`config.mk`:
```
export PLATFORM = sky130hd
export DESIGN_NAME = qcmp_front
export DESIGN_NICKNAME = d
export VERILOG_FILES = /design/src/rtl/qcmp_pkg.sv /design/src/rtl/qcmp_front.sv
export SDC_FILE = /design/constraint.sdc
export NUM_CORES = 1
export LEC_CHECK = 0
export BUFFER_PORTS_ARGS = -buffer_cell sky130_fd_sc_hd__buf_2
export CELL_PAD_IN_SITES_DETAIL_PLACEMENT = 1
export CELL_PAD_IN_SITES_GLOBAL_PLACEMENT = 1
export CORE_AREA = 2 2 78 80
export CTS_BUF_LIST = sky130_fd_sc_hd__clkbuf_4 sky130_fd_sc_hd__clkbuf_8 sky130_fd_sc_hd__clkbuf_16
export CTS_CLUSTER_SIZE = 25
export DETAILED_ROUTE_END_ITERATION = 6
export DIE_AREA = 0 0 80 82
export GPL_ROUTABILITY_DRIVEN = 0
export PLACE_DENSITY = 0.75
export SLEW_MARGIN = 20
export SYNTH_ARGS = -nofsm -noshare
export SYNTH_HDL_FRONTEND = slang
export SYNTH_SLANG_ARGS = --single-unit
```
`constraint.sdc`:
```
create_clock -name clk_i -period 4.8 [get_ports clk_i]
set_clock_uncertainty 0.2 [all_clocks]
set_input_delay 0.24 -clock clk_i [delete_from_list [all_inputs] [get_ports clk_i]]
set_output_delay 0.24 -clock clk_i [all_outputs]
set_load 0.03 [all_outputs]
```
`src/rtl/qcmp_pkg.sv`:
```
// shared types, codes and constants for the qr codeword module placer
// no dependencies; rtl (bar qcmp_ram) uses scoped names, test files import it
package qcmp_pkg;

  localparam int unsigned MaxSideDef = 177;  // largest symbol side supported
  localparam int unsigned MinSide    = 21;   // smallest legal symbol side
  localparam int unsigned TimingCol  = 6;    // vertical timing pattern column
  localparam int unsigned SideW      = 8;
  localparam int unsigned WordW      = 12;
  localparam int unsigned SideRst    = 21;
  localparam int unsigned WordRst    = 26;
  localparam int unsigned DataRst    = 26;

  typedef enum logic [1:0] {
    FN_MARK  = 2'd0,
    FN_PLACE = 2'd1,
    FN_START = 2'd2
  } func_e;

  typedef enum logic [1:0] {
    ST_PLACED   = 2'd0,
    ST_START_OK = 2'd1,
    ST_SIZE_ERR = 2'd2,
    ST_REJECT   = 2'd3
  } status_e;

  typedef enum logic [1:0] {
    OP_MARK  = 2'd0,
    OP_PLACE = 2'd1,
    OP_START = 2'd2,
    OP_BAD   = 2'd3
  } op_e;

  typedef enum logic [1:0] {
    CFG_SIDE  = 2'd0,
    CFG_WORDS = 2'd1,
    CFG_DATA  = 2'd2
  } cfg_e;

  typedef struct packed {
    logic [1:0] func;
    logic [7:0] mark_col;
    logic [7:0] mark_row;
    logic       mark_bit;
    logic [7:0] codeword;
  } in_item_t;

  typedef struct packed {
    logic [7:0] col;
    logic [7:0] row;
    logic       bit_res;
    logic [1:0] status;
    logic       last;
  } out_item_t;

  // classified command handed from front to back
  typedef struct packed {
    op_e        op;
    logic [7:0] mark_col;
    logic [7:0] mark_row;
    logic       mark_bit;
    logic [7:0] codeword;
  } cmd_t;

  // zigzag walk position
  typedef struct packed {
    logic signed [8:0] col;
    logic [7:0]        row;
    logic              step_right;
    logic              going_down;
  } walk_t;

  // one raw step of the two-column zigzag; no mask or column bounds checks
  function automatic walk_t walk_step(walk_t w, logic [7:0] side);
    walk_t             n;
    logic signed [9:0] r;
    logic signed [9:0] sd;
    n  = w;
    sd = signed'({2'b00, side});
    r  = signed'({2'b00, w.row});
    n.col        = w.step_right ? (w.col + 9'sd1) : (w.col - 9'sd1);
    n.step_right = ~w.step_right;
    if (!n.step_right) begin
      r = w.going_down ? (r + 10'sd1) : (r - 10'sd1);
      if (r < 10'sd0 || r >= sd) begin
        n.row        = (r < 10'sd0) ? 8'd0 : (side - 8'd1);
        n.going_down = ~w.going_down;
        n.col        = n.col - 9'sd2;
        if (n.col == signed'(9'(TimingCol))) begin
          n.col = n.col - 9'sd1;
        end
      end else begin
        n.row = r[7:0];
      end
    end
    return n;
  endfunction

endpackage

```
`src/rtl/qcmp_front.sv`:
```
// front end: accepts input words, classifies them and queues commands
// depends on qcmp_pkg
module qcmp_front #(
  parameter int unsigned MaxSide = qcmp_pkg::MaxSideDef
) (
  input  logic                clk_i,
  input  logic                rst_ni,
  input  logic                in_valid_i,
  output logic                in_stall_o,
  input  qcmp_pkg::in_item_t  in_data_i,
  input  logic                hold_i,
  output logic                cmd_valid_o,
  output qcmp_pkg::cmd_t      cmd_o,
  input  logic                cmd_pop_i
);

  localparam int unsigned QDepth = 2;

  qcmp_pkg::cmd_t fifo_q [QDepth];
  logic           wr_ptr_q, rd_ptr_q;
  logic [1:0]     cnt_q;
  qcmp_pkg::cmd_t cmd_new;
  logic           keep;
  logic           push;

  // decode func; out of range marks are dropped here
  always_comb begin
    cmd_new.mark_col = in_data_i.mark_col;
    cmd_new.mark_row = in_data_i.mark_row;
    cmd_new.mark_bit = in_data_i.mark_bit;
    cmd_new.codeword = in_data_i.codeword;
    keep             = 1'b1;
    case (in_data_i.func)
      qcmp_pkg::FN_MARK: begin
        cmd_new.op = qcmp_pkg::OP_MARK;
        keep = (32'(in_data_i.mark_col) < MaxSide) && (32'(in_data_i.mark_row) < MaxSide);
      end
      qcmp_pkg::FN_PLACE: begin
        cmd_new.op = qcmp_pkg::OP_PLACE;
      end
      qcmp_pkg::FN_START: begin
        cmd_new.op = qcmp_pkg::OP_START;
      end
      default: begin
        cmd_new.op = qcmp_pkg::OP_BAD;
      end
    endcase
  end

  assign in_stall_o  = (cnt_q == 2'(QDepth)) || hold_i;
  assign push        = in_valid_i && !in_stall_o && keep;
  assign cmd_valid_o = (cnt_q != 2'd0);
  assign cmd_o       = fifo_q[rd_ptr_q];

  always_ff @(posedge clk_i) begin
    if (push) begin
      fifo_q[wr_ptr_q] <= cmd_new;
    end
  end

  always_ff @(posedge clk_i or negedge rst_ni) begin
    if (!rst_ni) begin
      wr_ptr_q <= 1'b0;
      rd_ptr_q <= 1'b0;
      cnt_q    <= 2'd0;
    end else begin
      if (push) begin
        wr_ptr_q <= ~wr_ptr_q;
      end
      if (cmd_pop_i) begin
        rd_ptr_q <= ~rd_ptr_q;
      end
      case ({push, cmd_pop_i})
        2'b10:   cnt_q <= cnt_q + 2'd1;
        2'b01:   cnt_q <= cnt_q - 2'd1;
        default: cnt_q <= cnt_q;
      endcase
    end
  end

endmodule

```
==> results.py, run 1 <==
metrics = {
    "synthesis": {
        "ys_warn_count": 0,
        "synth_area_leader_cell": "edfxtp_1",
        "synth_most_common_cell": "edfxtp_1",
        "syn_nets": 150,
        "synth_ff_type": "edfxtp_1",
        "synth_area_sq_um": 2250,
        "ys_ff_latch": 58,
        "syn_area_per_cell_sq_um": 19.2,
        "synth-edff-count": 54,
        "async_flop_share": 0.0690,
        "yosys-top-cells-count": "54 x edfxtp_1, 22 x mux2_2, 5 x mux2_1, 4 x dfrtp_1",
        "yosysUniqueCellTypes": 27,
        "yosysSeqAreaShare": 0.765,
        "synth_top_area_share": 0.721,
        "synth_cells": 117,
        "synth.area.top_cells": "edfxtp_1 72%, mux2_2 11%, dfrtp_1 4.4%, mux2_1 2.5%, xnor2_1 1.2%",
    },
    "worst_setup_path": {
        "end_kind": "flop",
        "critPathSlowestCell": "nor3_2",
        "required_ns": 4.61,
        "setup.worst_path.start_class": "input port",
        "slowest_delay_ns": 0.72,
        "r2r_end": "fifo_q[0][1]",
        "critPathKind": "input port to flop",
        "regToRegStartpoint": "cnt_q[1]",
        "critical_path.max_fanout": 18,
        "crit_buf_inv": 3,
        "reg2reg_depth": 4,
        "rrSetupSlack_ns": 2.43,
        "crit_family": "simple AND/OR/NAND/NOR gates",
        "crit_arrival_ns": 3.00,
        "path_depth": 7,
        "path_cells": "dlygate4sd3_1, buf_2, or4_4, a41oi_2, a21boi_1, nor3_2, buf_4",
    },
    "placement": {
        "dp_hpwl_um": 3290,
        "dpl_worst_slack_ns": 1.83,
        "io_buffers": 60,
    },
    "timing": {
        "postLayoutSetupSlackWorst_ns": 1.61,
        "tns_ns": 0,
        "max_freq_mhz": 313,
        "rsz0062_at_grt": "false",
        "finalSetupViolCount": 0,
        "slew_headroom": 0.418,
        "finalHoldViolations": 0,
        "finalCriticalPeriod_ns": 3.19,
        "tightest_slew_ns": 0.869,
        "slew_violations": 0,
        "period_share": 0.666,
    },
    "clock_network": {
        "cts-root-buf": "clkbuf_8",
        "numCtsBuffers": 9,
        "insertion_delay_ns": 0.33,
        "cts_buffer_depth": 2,
        "cts.clk_slew.worst_paths_ns": 0.06,
        "post_cts_buffers": 0,
        "tritoncts": "built",
        "cts_sinks": 58,
        "h-tree-depth": 3,
    },
    "route": {
        "highest_layer": "met4",
        "drt-total-wl_um": 5030,
        "drcViolationCount": 0,
        "vias": 1374,
        "wl_met3_um": 161,
        "wl_per_cell_um": 17.1,
        "ant_nets": 0,
        "drt-met1-wl_um": 1990,
        "routed-wl-met2_um": 2810,
        "dr.pass1.iters": 4,
        "drt_iter0_drc": 74,
        "vias_per_cell": 4.67,
    },
    "global_route": {
        "overflow": 0,
        "grt_use_total": 0.167,
        "antenna_found_initial": 0,
        "grt_pass1_wl_um": 7780,
        "grt_pass1_vias": 1538,
        "grt_max_degree": 29,
    },
    "die": {
        "rows": 28,
        "chipHeight_um": 82,
        "initial_utilization": 0.392,
        "fp.dieW_um": 80,
        "die_area_sq_um": 6560,
        "coreArea_sq_um": 5750,
        "io_pins": 61,
    },
    "pwr": {
        "p_leak_nw": 1.17,
        "switchingPower_w": 0.000563,
        "p_int_w": 0.00101,
        "p_seq_frac": 0.445,
        "pwr-share-clk": 0.233,
        "p_per_area_nw_per_um2": 508,
        "switching_share": 0.358,
        "pwr-share-comb": 0.322,
        "vdd_drop_max_mv": 0.216,
    },
    "cells_and_area": {
        "drive_above_1_share": 0.484,
        "nets": 247,
        "area_growth_pct": 37.8,
        "antennaDiodeCount": 0,
    },
    "min_path": {
        "hold_class": "input port to async pin",
    },
    "run": {
        "cap_violations": 0,
    },
    "status": {
        "outcome": "finished clean",
    },
}
## timing repair
action | 4_1_cts | 5_1_grt
endpoints found under the hold margin | 59 | 0
hold buffers | 29 | 0
gates resized for setup | 0 | 0
## sequential cells by signal, indices dropped and copies added (netlist names)
signal	cells
cnt_q	2
fifo_q	54
rd_ptr_q	1
wr_ptr_q	1
## how the worst max path moves through the flow
stage | from | to | slack, ns
after global routing | in_data_i[20] | fifo_q[1][13] | 1.51
after CTS | in_data_i[20] | fifo_q[1][5] | 1.61
after detailed placement | in_data_i[20] | fifo_q[1][10] | 1.83
after global placement | in_data_i[20] | fifo_q[1][0] | 1.99
after floorplan | in_data_i[20] | fifo_q[1][0] | 0.99
final | in_data_i[20] | fifo_q[0][1] | 1.61
## per-stage QoR
step                      std cells  total power (W)  cell area [sq um]  utilization  hold WS (ns)
after floorplan                 117          0.00106               2250            -        -0.256
after global placement          249          0.00118               2650        0.461        -0.154
after detailed placement        249          0.00121               2650        0.461        -0.146
after CTS                       294          0.00159               3100        0.539        0.0292
after global routing            294          0.00165               3100        0.539        0.0598
final                           294          0.00158               3100        0.539        0.0648
## worst register-to-register path: stages (launching register included)
cell and delay [ns]:
dfrtp_1 0.38, inv_1 0.10, o211ai_1 0.23, nor3_2 0.73
buf_4 0.40
## per-layer routing
metal / vias up / GRT usage
li1: 649 / -
met1: 683 / 0.188
met2: 35 / 0.294
met3: 7 / 0.0407
met4: 0 / 0.0864
met5: - / 0
## power groups by stage
stage	clock network, W	registers, W	logic [W]
after floorplan	0	0.000659	0.000398
after global placement	0	0.000704	0.000479
after detailed placement	0	0.000713	0.000494
after CTS	0.000375	0.000703	0.000516
after global routing	0.000398	0.000713	0.000534
final	0.000367	0.000701	0.000507
## final cells by class
type                       count  area, sq um
inverter                       2         7.51
clock inverter                 7         36.3
multi-input combinational     52          509
fill                         578         2650
clock buffer                   9          124
timing repair buffer          91          606
sequential                    58         1720
tap                           75         93.8
## cells in the final DEF (no fill, tap or decap), types with 2 or more instances in the layout
cell / n
nand2_1: 2
edfxtp_1: 54
buf_2: 60
inv_1: 2
mux2_2: 22
mux2_1: 5
clkinv_2: 5
nor2_1: 3
dlygate4sd3_1: 29
clkbuf_8: 9
buf_4: 2
xnor2_1: 3
dfrtp_1: 3
## logic make-up (layout without fill, tap and decap cells)
family | count (synthesis) | after routing | synth area share
compound gates | 7 | 7 | 0.0306
xor+xnor | 4 | 4 | 0.0156
fa+ha+maj | 1 | 1 | 0.00556
buf+inv | 7 | 109 | 0.0128
flops | 58 | 58 | 0.765
mux | 28 | 28 | 0.140
simple gates | 12 | 12 | 0.0306
No activity file was read; power rests on OpenSTA's default activity.
==> run 2, diff against run 1 <==
--- a/config.mk
+++ b/config.mk
@@ -5,14 +5,15 @@
 export SDC_FILE = /design/constraint.sdc
 export NUM_CORES = 1
 export LEC_CHECK = 0
+export ABC_AREA = 1
 export BUFFER_PORTS_ARGS = -buffer_cell sky130_fd_sc_hd__buf_2
 export CELL_PAD_IN_SITES_DETAIL_PLACEMENT = 1
 export CELL_PAD_IN_SITES_GLOBAL_PLACEMENT = 1
-export CORE_AREA = 2 2 78 80
+export CORE_AREA = 2 2 80 82
 export CTS_BUF_LIST = sky130_fd_sc_hd__clkbuf_4 sky130_fd_sc_hd__clkbuf_8 sky130_fd_sc_hd__clkbuf_16
 export CTS_CLUSTER_SIZE = 25
 export DETAILED_ROUTE_END_ITERATION = 6
-export DIE_AREA = 0 0 80 82
+export DIE_AREA = 0 0 82 84
 export GPL_ROUTABILITY_DRIVEN = 0
 export PLACE_DENSITY = 0.75
 export SLEW_MARGIN = 20
==> constraint.sdc (replaced) <==
create_clock -name clk_i -period 3 [get_ports clk_i]
set_clock_uncertainty 0.2 [all_clocks]
set_input_delay 0.15 -clock clk_i [delete_from_list [all_inputs] [get_ports clk_i]]
set_output_delay 0.15 -clock clk_i [all_outputs]
set_load 0.03 [all_outputs]
==> results.py, run 2 <==
metrics = {
    "synthesis": {
        "synth_top_area_share": 0.686,
        "synth.area.top_cells": "edfxtp_1 69%, mux2_4 12%, dfrtp_1 4.2%, mux2_2 3.8%, nand2_1 1.7%",
        "synth_area_sq_um": 2360,
        "synth_cells": 130,
        "synth_most_common_cell": "edfxtp_1",
        "ys_ff_latch": 58,
        "yosysSeqAreaShare": 0.728,
        "synth_area_leader_cell": "edfxtp_1",
        "async_flop_share": 0.0690,
        "syn_nets": 163,
        "yosys-top-cells-count": "54 x edfxtp_1, 19 x mux2_4, 11 x nand2_1, 8 x mux2_2",
        "syn_area_per_cell_sq_um": 18.2,
        "synth-edff-count": 54,
        "yosysUniqueCellTypes": 22,
        "synth_ff_type": "edfxtp_1",
        "ys_warn_count": 0,
    },
    "die": {
        "die_area_sq_um": 6890,
        "fp.dieW_um": 82,
        "initial_utilization": 0.388,
        "rows": 29,
        "io_pins": 61,
        "coreArea_sq_um": 6100,
        "chipHeight_um": 84,
    },
    "clock_network": {
        "tritoncts": "built",
        "post_cts_buffers": 0,
        "numCtsBuffers": 9,
        "cts_buffer_depth": 2,
        "insertion_delay_ns": 0.32,
        "cts-root-buf": "clkbuf_8",
        "cts_sinks": 58,
        "cts.clk_slew.worst_paths_ns": 0.06,
        "h-tree-depth": 3,
    },
    "pwr": {
        "p_per_area_nw_per_um2": 831,
        "p_leak_nw": 1.34,
        "vdd_drop_max_mv": 0.369,
    },
    "cells_and_area": {
        "drive_above_1_share": 0.485,
        "nets": 263,
        "area_growth_pct": 36.8,
        "largest_register_ffs": 54,
        "antennaDiodeCount": 0,
        "regMostFlops": "fifo_q",
        "stdcell_area_sq_um": 3230,
        "utilization": 0.531,
        "final_common_cell": "buf_2",
        "final_cell_mix": "60 x buf_2, 54 x edfxtp_1, 30 x dlygate4sd3_1, 19 x mux2_4, 11 x nand2_1",
        "reg_top3": "fifo_q: 54 flops, cnt_q: 2 flops",
    },
    "route": {
        "dr.pass1.iters": 4,
        "vias": 1382,
        "vias_per_cell": 4.43,
        "ant_nets": 0,
        "drcViolationCount": 0,
        "wl_per_cell_um": 14.3,
        "drt-total-wl_um": 4450,
        "drt_iter0_drc": 41,
    },
    "global_route": {
        "grt_use_total": 0.142,
        "overflow": 0,
        "grt_pass1_wl_um": 7020,
        "grt_max_degree": 28,
        "antenna_found_initial": 0,
        "grt_pass1_vias": 1509,
    },
    "timing": {
        "max_freq_mhz": 447,
        "postLayoutSetupSlackWorst_ns": 0.761,
        "period_share": 0.746,
        "rsz0062_at_grt": "false",
        "tns_ns": 0,
        "slew_violations": 0,
        "slew_headroom": 0.733,
        "tightest_slew_ns": 0.401,
        "holdWs_ns": 0.0561,
        "finalHoldViolations": 0,
        "finalCriticalPeriod_ns": 2.24,
        "finalSetupViolCount": 0,
    },
    "placement": {
        "io_buffers": 60,
        "place_area_sq_um": 2730,
        "dpl_worst_slack_ns": 1.07,
        "dp_hpwl_um": 2900,
    },
    "min_path": {
        "hold_class": "input port to flop",
    },
    "worst_setup_path": {
        "end_kind": "output pin",
        "critical_path.max_fanout": 20,
        "required_ns": 2.65,
        "crit_arrival_ns": 1.89,
        "setup.worst_path.start_class": "flop",
        "critPathKind": "flop to output pin",
    },
    "status": {
        "outcome": "finished clean",
    },
    "run": {
        "cap_violations": 0,
    },
}
-- run 2: power breakdown --
group | switching [W] | total (W) | internal, W | leakage [nW]
logic | 0.000540 | 0.000925 | 0.000384 | 0.689
registers | 0.0000595 | 0.00106 | 0.00100 | 0.539
clock network | 0.000268 | 0.000699 | 0.000431 | 0.108
total | 0.000868 | 0.00269 | 0.00182 | 1.34
-- run 2: logic make-up (layout without fill, tap and decap cells) --
group,after synthesis,count (layout),share of synthesized area
flops,58,58,0.728
mux,27,27,0.159
simple gates,24,24,0.0461
buf+inv,12,117,0.0360
compound gates,5,5,0.0143
xor+xnor,3,3,0.0111
fa+ha+maj,1,1,0.00529
-- run 2: path summary, 6_finish.rpt --
| kind | startpoint | to | slack, ns | cells past startpoint |
|---|---|---|---|---|
| setup / recovery | rd_ptr_q | cmd_o[26] | 0.76 | 3 |
| hold / removal | in_valid_i | wr_ptr_q | 0.06 | 5 |
| setup reg to reg | cnt_q[1] | cnt_q[1] | 1.23 | 8 |
| hold reg to reg | wr_ptr_q | wr_ptr_q | 0.30 | 2 |
| max in group asynchronous | rst_ni | wr_ptr_q | 1.90 | 3 |
| min in group asynchronous | rst_ni | cnt_q[1] | 0.53 | 3 |
-- run 2: routing by layer --
metal | share of wire | global-route usage | up-vias
li1 | - | - | 675
met1 | 0.39 | 0.148 | 660
met2 | 0.53 | 0.244 | 42
met3 | 0.060 | 0.0541 | 5
met4 | 0.018 | 0.0727 | 0
met5 | 0 | 0 | -
-- run 2: cell type report --
| type | instances | area [sq um] |
|---|---|---|
| timing repair buffer | 94 | 631 |
| clock buffer | 13 | 160 |
| tap | 77 | 96.3 |
| multi-input combinational | 60 | 559 |
| inverter | 7 | 26.3 |
| sequential | 58 | 1720 |
| fill | 625 | 2860 |
| clock inverter | 3 | 40.0 |
-- run 2: through the flow --
stage	cells	power [W]
2_1_floorplan	130	0.00182
3_3_place_gp	266	0.00198
3_5_place_dp	266	0.00199
4_1_cts	312	0.00273
5_1_grt	312	0.00283
6_report	312	0.00269
-- run 2: critical path, cell delays in order, from the launching register on --
cell,delay [ns]
dfrtp_1,0.58
buf_4,0.43
mux2_2,0.38
buf_2,0.18
-- run 2: timing repair --
action | CTS | global route
hold endpoints to repair | 59 | 0
resized for setup | 0 | 0
hold buffers | 30 | 0
==> run 3, diff against run 2 <==
==> constraint.sdc (replaced) <==
create_clock -name clk_i -period 2.22 [get_ports clk_i]
set_clock_uncertainty 0.2 [all_clocks]
set_input_delay 0.111 -clock clk_i [delete_from_list [all_inputs] [get_ports clk_i]]
set_output_delay 0.111 -clock clk_i [all_outputs]
set_load 0.03 [all_outputs]
==> results.py, run 3 (synthesized netlist as in run 2, its figures left out) <==
metrics = {
    "timing": {
        "slew_headroom": 0.749,
        "tns_ns": 0,
        "slew_violations": 0,
        "rsz0062_at_grt": "false",
        "postLayoutSetupSlackWorst_ns": 0.168,
        "holdWs_ns": 0.00370,
        "tightest_slew_ns": 0.377,
        "max_freq_mhz": 487,
        "period_share": 0.924,
        "finalCriticalPeriod_ns": 2.05,
        "finalSetupViolCount": 0,
        "finalHoldViolations": 0,
    },
    "worst_setup_path": {
        "setup.worst_path.start_class": "input port",
        "critical_path.max_fanout": 3,
        "r2r_end": "cnt_q[1]",
        "rrSetupSlack_ns": 0.49,
        "slowest_delay_ns": 0.57,
        "reg2reg_depth": 7,
        "critPathKind": "input port to flop",
        "path_cells": "dlygate4sd3_1, buf_2, nor2_1, nand2_1, a21oi_2, nand2_1, nand2_2, nand2_2, ha_1, a21oi_1, o21ai_1, xor2_1",
        "end_kind": "flop",
        "regToRegStartpoint": "cnt_q[0]",
        "critPathSlowestCell": "dlygate4sd3_1",
        "required_ns": 2.23,
        "crit_arrival_ns": 2.06,
    },
    "clock_network": {
        "cts_buffer_depth": 2,
        "cts_sinks": 58,
        "tritoncts": "built",
        "cts-root-buf": "clkbuf_8",
        "post_cts_buffers": 0,
        "cts.clk_slew.worst_paths_ns": 0.06,
        "insertion_delay_ns": 0.33,
        "h-tree-depth": 3,
        "numCtsBuffers": 9,
    },
    "placement": {
        "io_buffers": 60,
        "dpl_worst_slack_ns": 0.316,
        "placedCellCount": 268,
        "dp_hpwl_um": 3160,
    },
    "min_path": {
        "hold_depth": 5,
        "hold_class": "input port to flop",
        "worst_hold_path.endpoint": "wr_ptr_q",
        "min_from": "hold_i",
    },
    "route": {
        "dr.pass1.iters": 3,
        "drt-total-wl_um": 4800,
        "ant_nets": 0,
        "wl_per_cell_um": 15.3,
        "vias_per_cell": 4.53,
        "drt_iter0_drc": 58,
        "drcViolationCount": 0,
        "vias": 1423,
    },
    "cells_and_area": {
        "final_cell_mix": "60 x buf_2, 54 x edfxtp_1, 31 x dlygate4sd3_1, 19 x mux2_4, 11 x nand2_1",
        "final_common_cell": "buf_2",
        "area_growth_pct": 36.9,
        "antennaDiodeCount": 0,
        "drive_above_1_share": 0.468,
        "fin_cells": 314,
        "regMostFlops": "fifo_q",
        "reg_top3": "fifo_q: 54 flops, cnt_q: 2 flops",
        "n_fill_cell": 609,
        "nets": 266,
        "largest_register_ffs": 54,
    },
    "die": {
        "fp.dieW_um": 82,
        "initial_utilization": 0.388,
        "io_pins": 61,
        "die_area_sq_um": 6890,
        "coreArea_sq_um": 6100,
        "chipHeight_um": 84,
        "rows": 29,
    },
    "global_route": {
        "overflow": 0,
        "grt_max_degree": 20,
        "grt_use_total": 0.154,
        "antenna_found_initial": 0,
        "grt_pass1_vias": 1582,
        "grt_pass1_wl_um": 7620,
    },
    "pwr": {
        "p_leak_nw": 1.33,
        "vdd_drop_max_mv": 0.587,
        "p_per_area_nw_per_um2": 1110,
    },
    "status": {
        "outcome": "finished clean",
    },
    "run": {
        "cap_violations": 0,
    },
}
==> run 3: cell count changes in the layout (fill, tap and decap cells not counted) <==
cell,previous run,this run
dlygate4sd3_1,30,31
clkinv_1,0,5
clkinv_2,2,0
o21ai_0,1,0
buf_4,4,6
o21ai_1,0,1
a21oi_2,0,1
a21oi_1,2,1
clkbuf_4,3,0
clkbuf_8,10,9
==> run 3: worst max path at each step <==
stage / to / start / cells after the start / slack, ns
6_report: cnt_q[1] / in_data_i[10] / 12 / 0.17
5_1_grt: cnt_q[1] / in_data_i[19] / 12 / 0.01
4_1_cts: cnt_q[1] / in_data_i[10] / 12 / 0.12
3_5_place_dp: cnt_q[1] / in_data_i[9] / 11 / 0.32
3_3_place_gp: cnt_q[1] / in_data_i[9] / 11 / 0.42
2_1_floorplan: fifo_q[1][0] / cnt_q[1] / 5 / 0.1
==> run 3: metal layers <==
metal  vias to the layer above  global-route usage  routed length [um]
met2                        39               0.267                2620
met1                       697               0.167                1870
met4                         0              0.0818                 103
met5                         -                   0                   0
met3                         8              0.0400                 197
li1                        679                   -                   -
==> run 3: worst max-delay path: cells and delay by family <==
| family | cells | cell delay [ns] |
|---|---|---|
| compound gates | 3 | 0.37 |
| xor+xnor | 1 | 0.14 |
| fa+ha+maj | 1 | 0.30 |
| buf+inv | 2 | 0.72 |
| simple gates | 5 | 0.42 |
==> run 3: through the flow <==
| stage | utilization | instance area, sq um | power (W) |
|---|---|---|---|
| 3_3_place_gp | 0.451 | 2750 | 0.00269 |
| 3_5_place_dp | 0.451 | 2750 | 0.00272 |
| 5_1_grt | 0.531 | 3240 | 0.00378 |
| 6_report | 0.531 | 3240 | 0.00360 |
| 2_1_floorplan | - | 2370 | 0.00246 |
| 4_1_cts | 0.530 | 3230 | 0.00363 |
==> run 3: final cells by class <==
cell class,instances,area (sq um),share of cell area
clock buffer,9,124,0.0383
clock inverter,6,48.8,0.0151
inverter,7,26.3,0.00812
multi-input combinational,60,563,0.174
sequential,58,1720,0.532
tap,77,96.3,0.0298
timing repair buffer,97,656,0.203
==> run 3: timing repair <==
item	4_1_cts	5_1_grt
setup endpoints to repair	0	1
hold buffers	31	0
hold endpoints to repair	61	0
gates resized for setup	0	2
==> run 3: where the power goes <==
group          total [W]  internal (W)  switching [W]
logic            0.00132      0.000538       0.000779
registers        0.00141       0.00136      0.0000540
clock network   0.000871      0.000492       0.000379
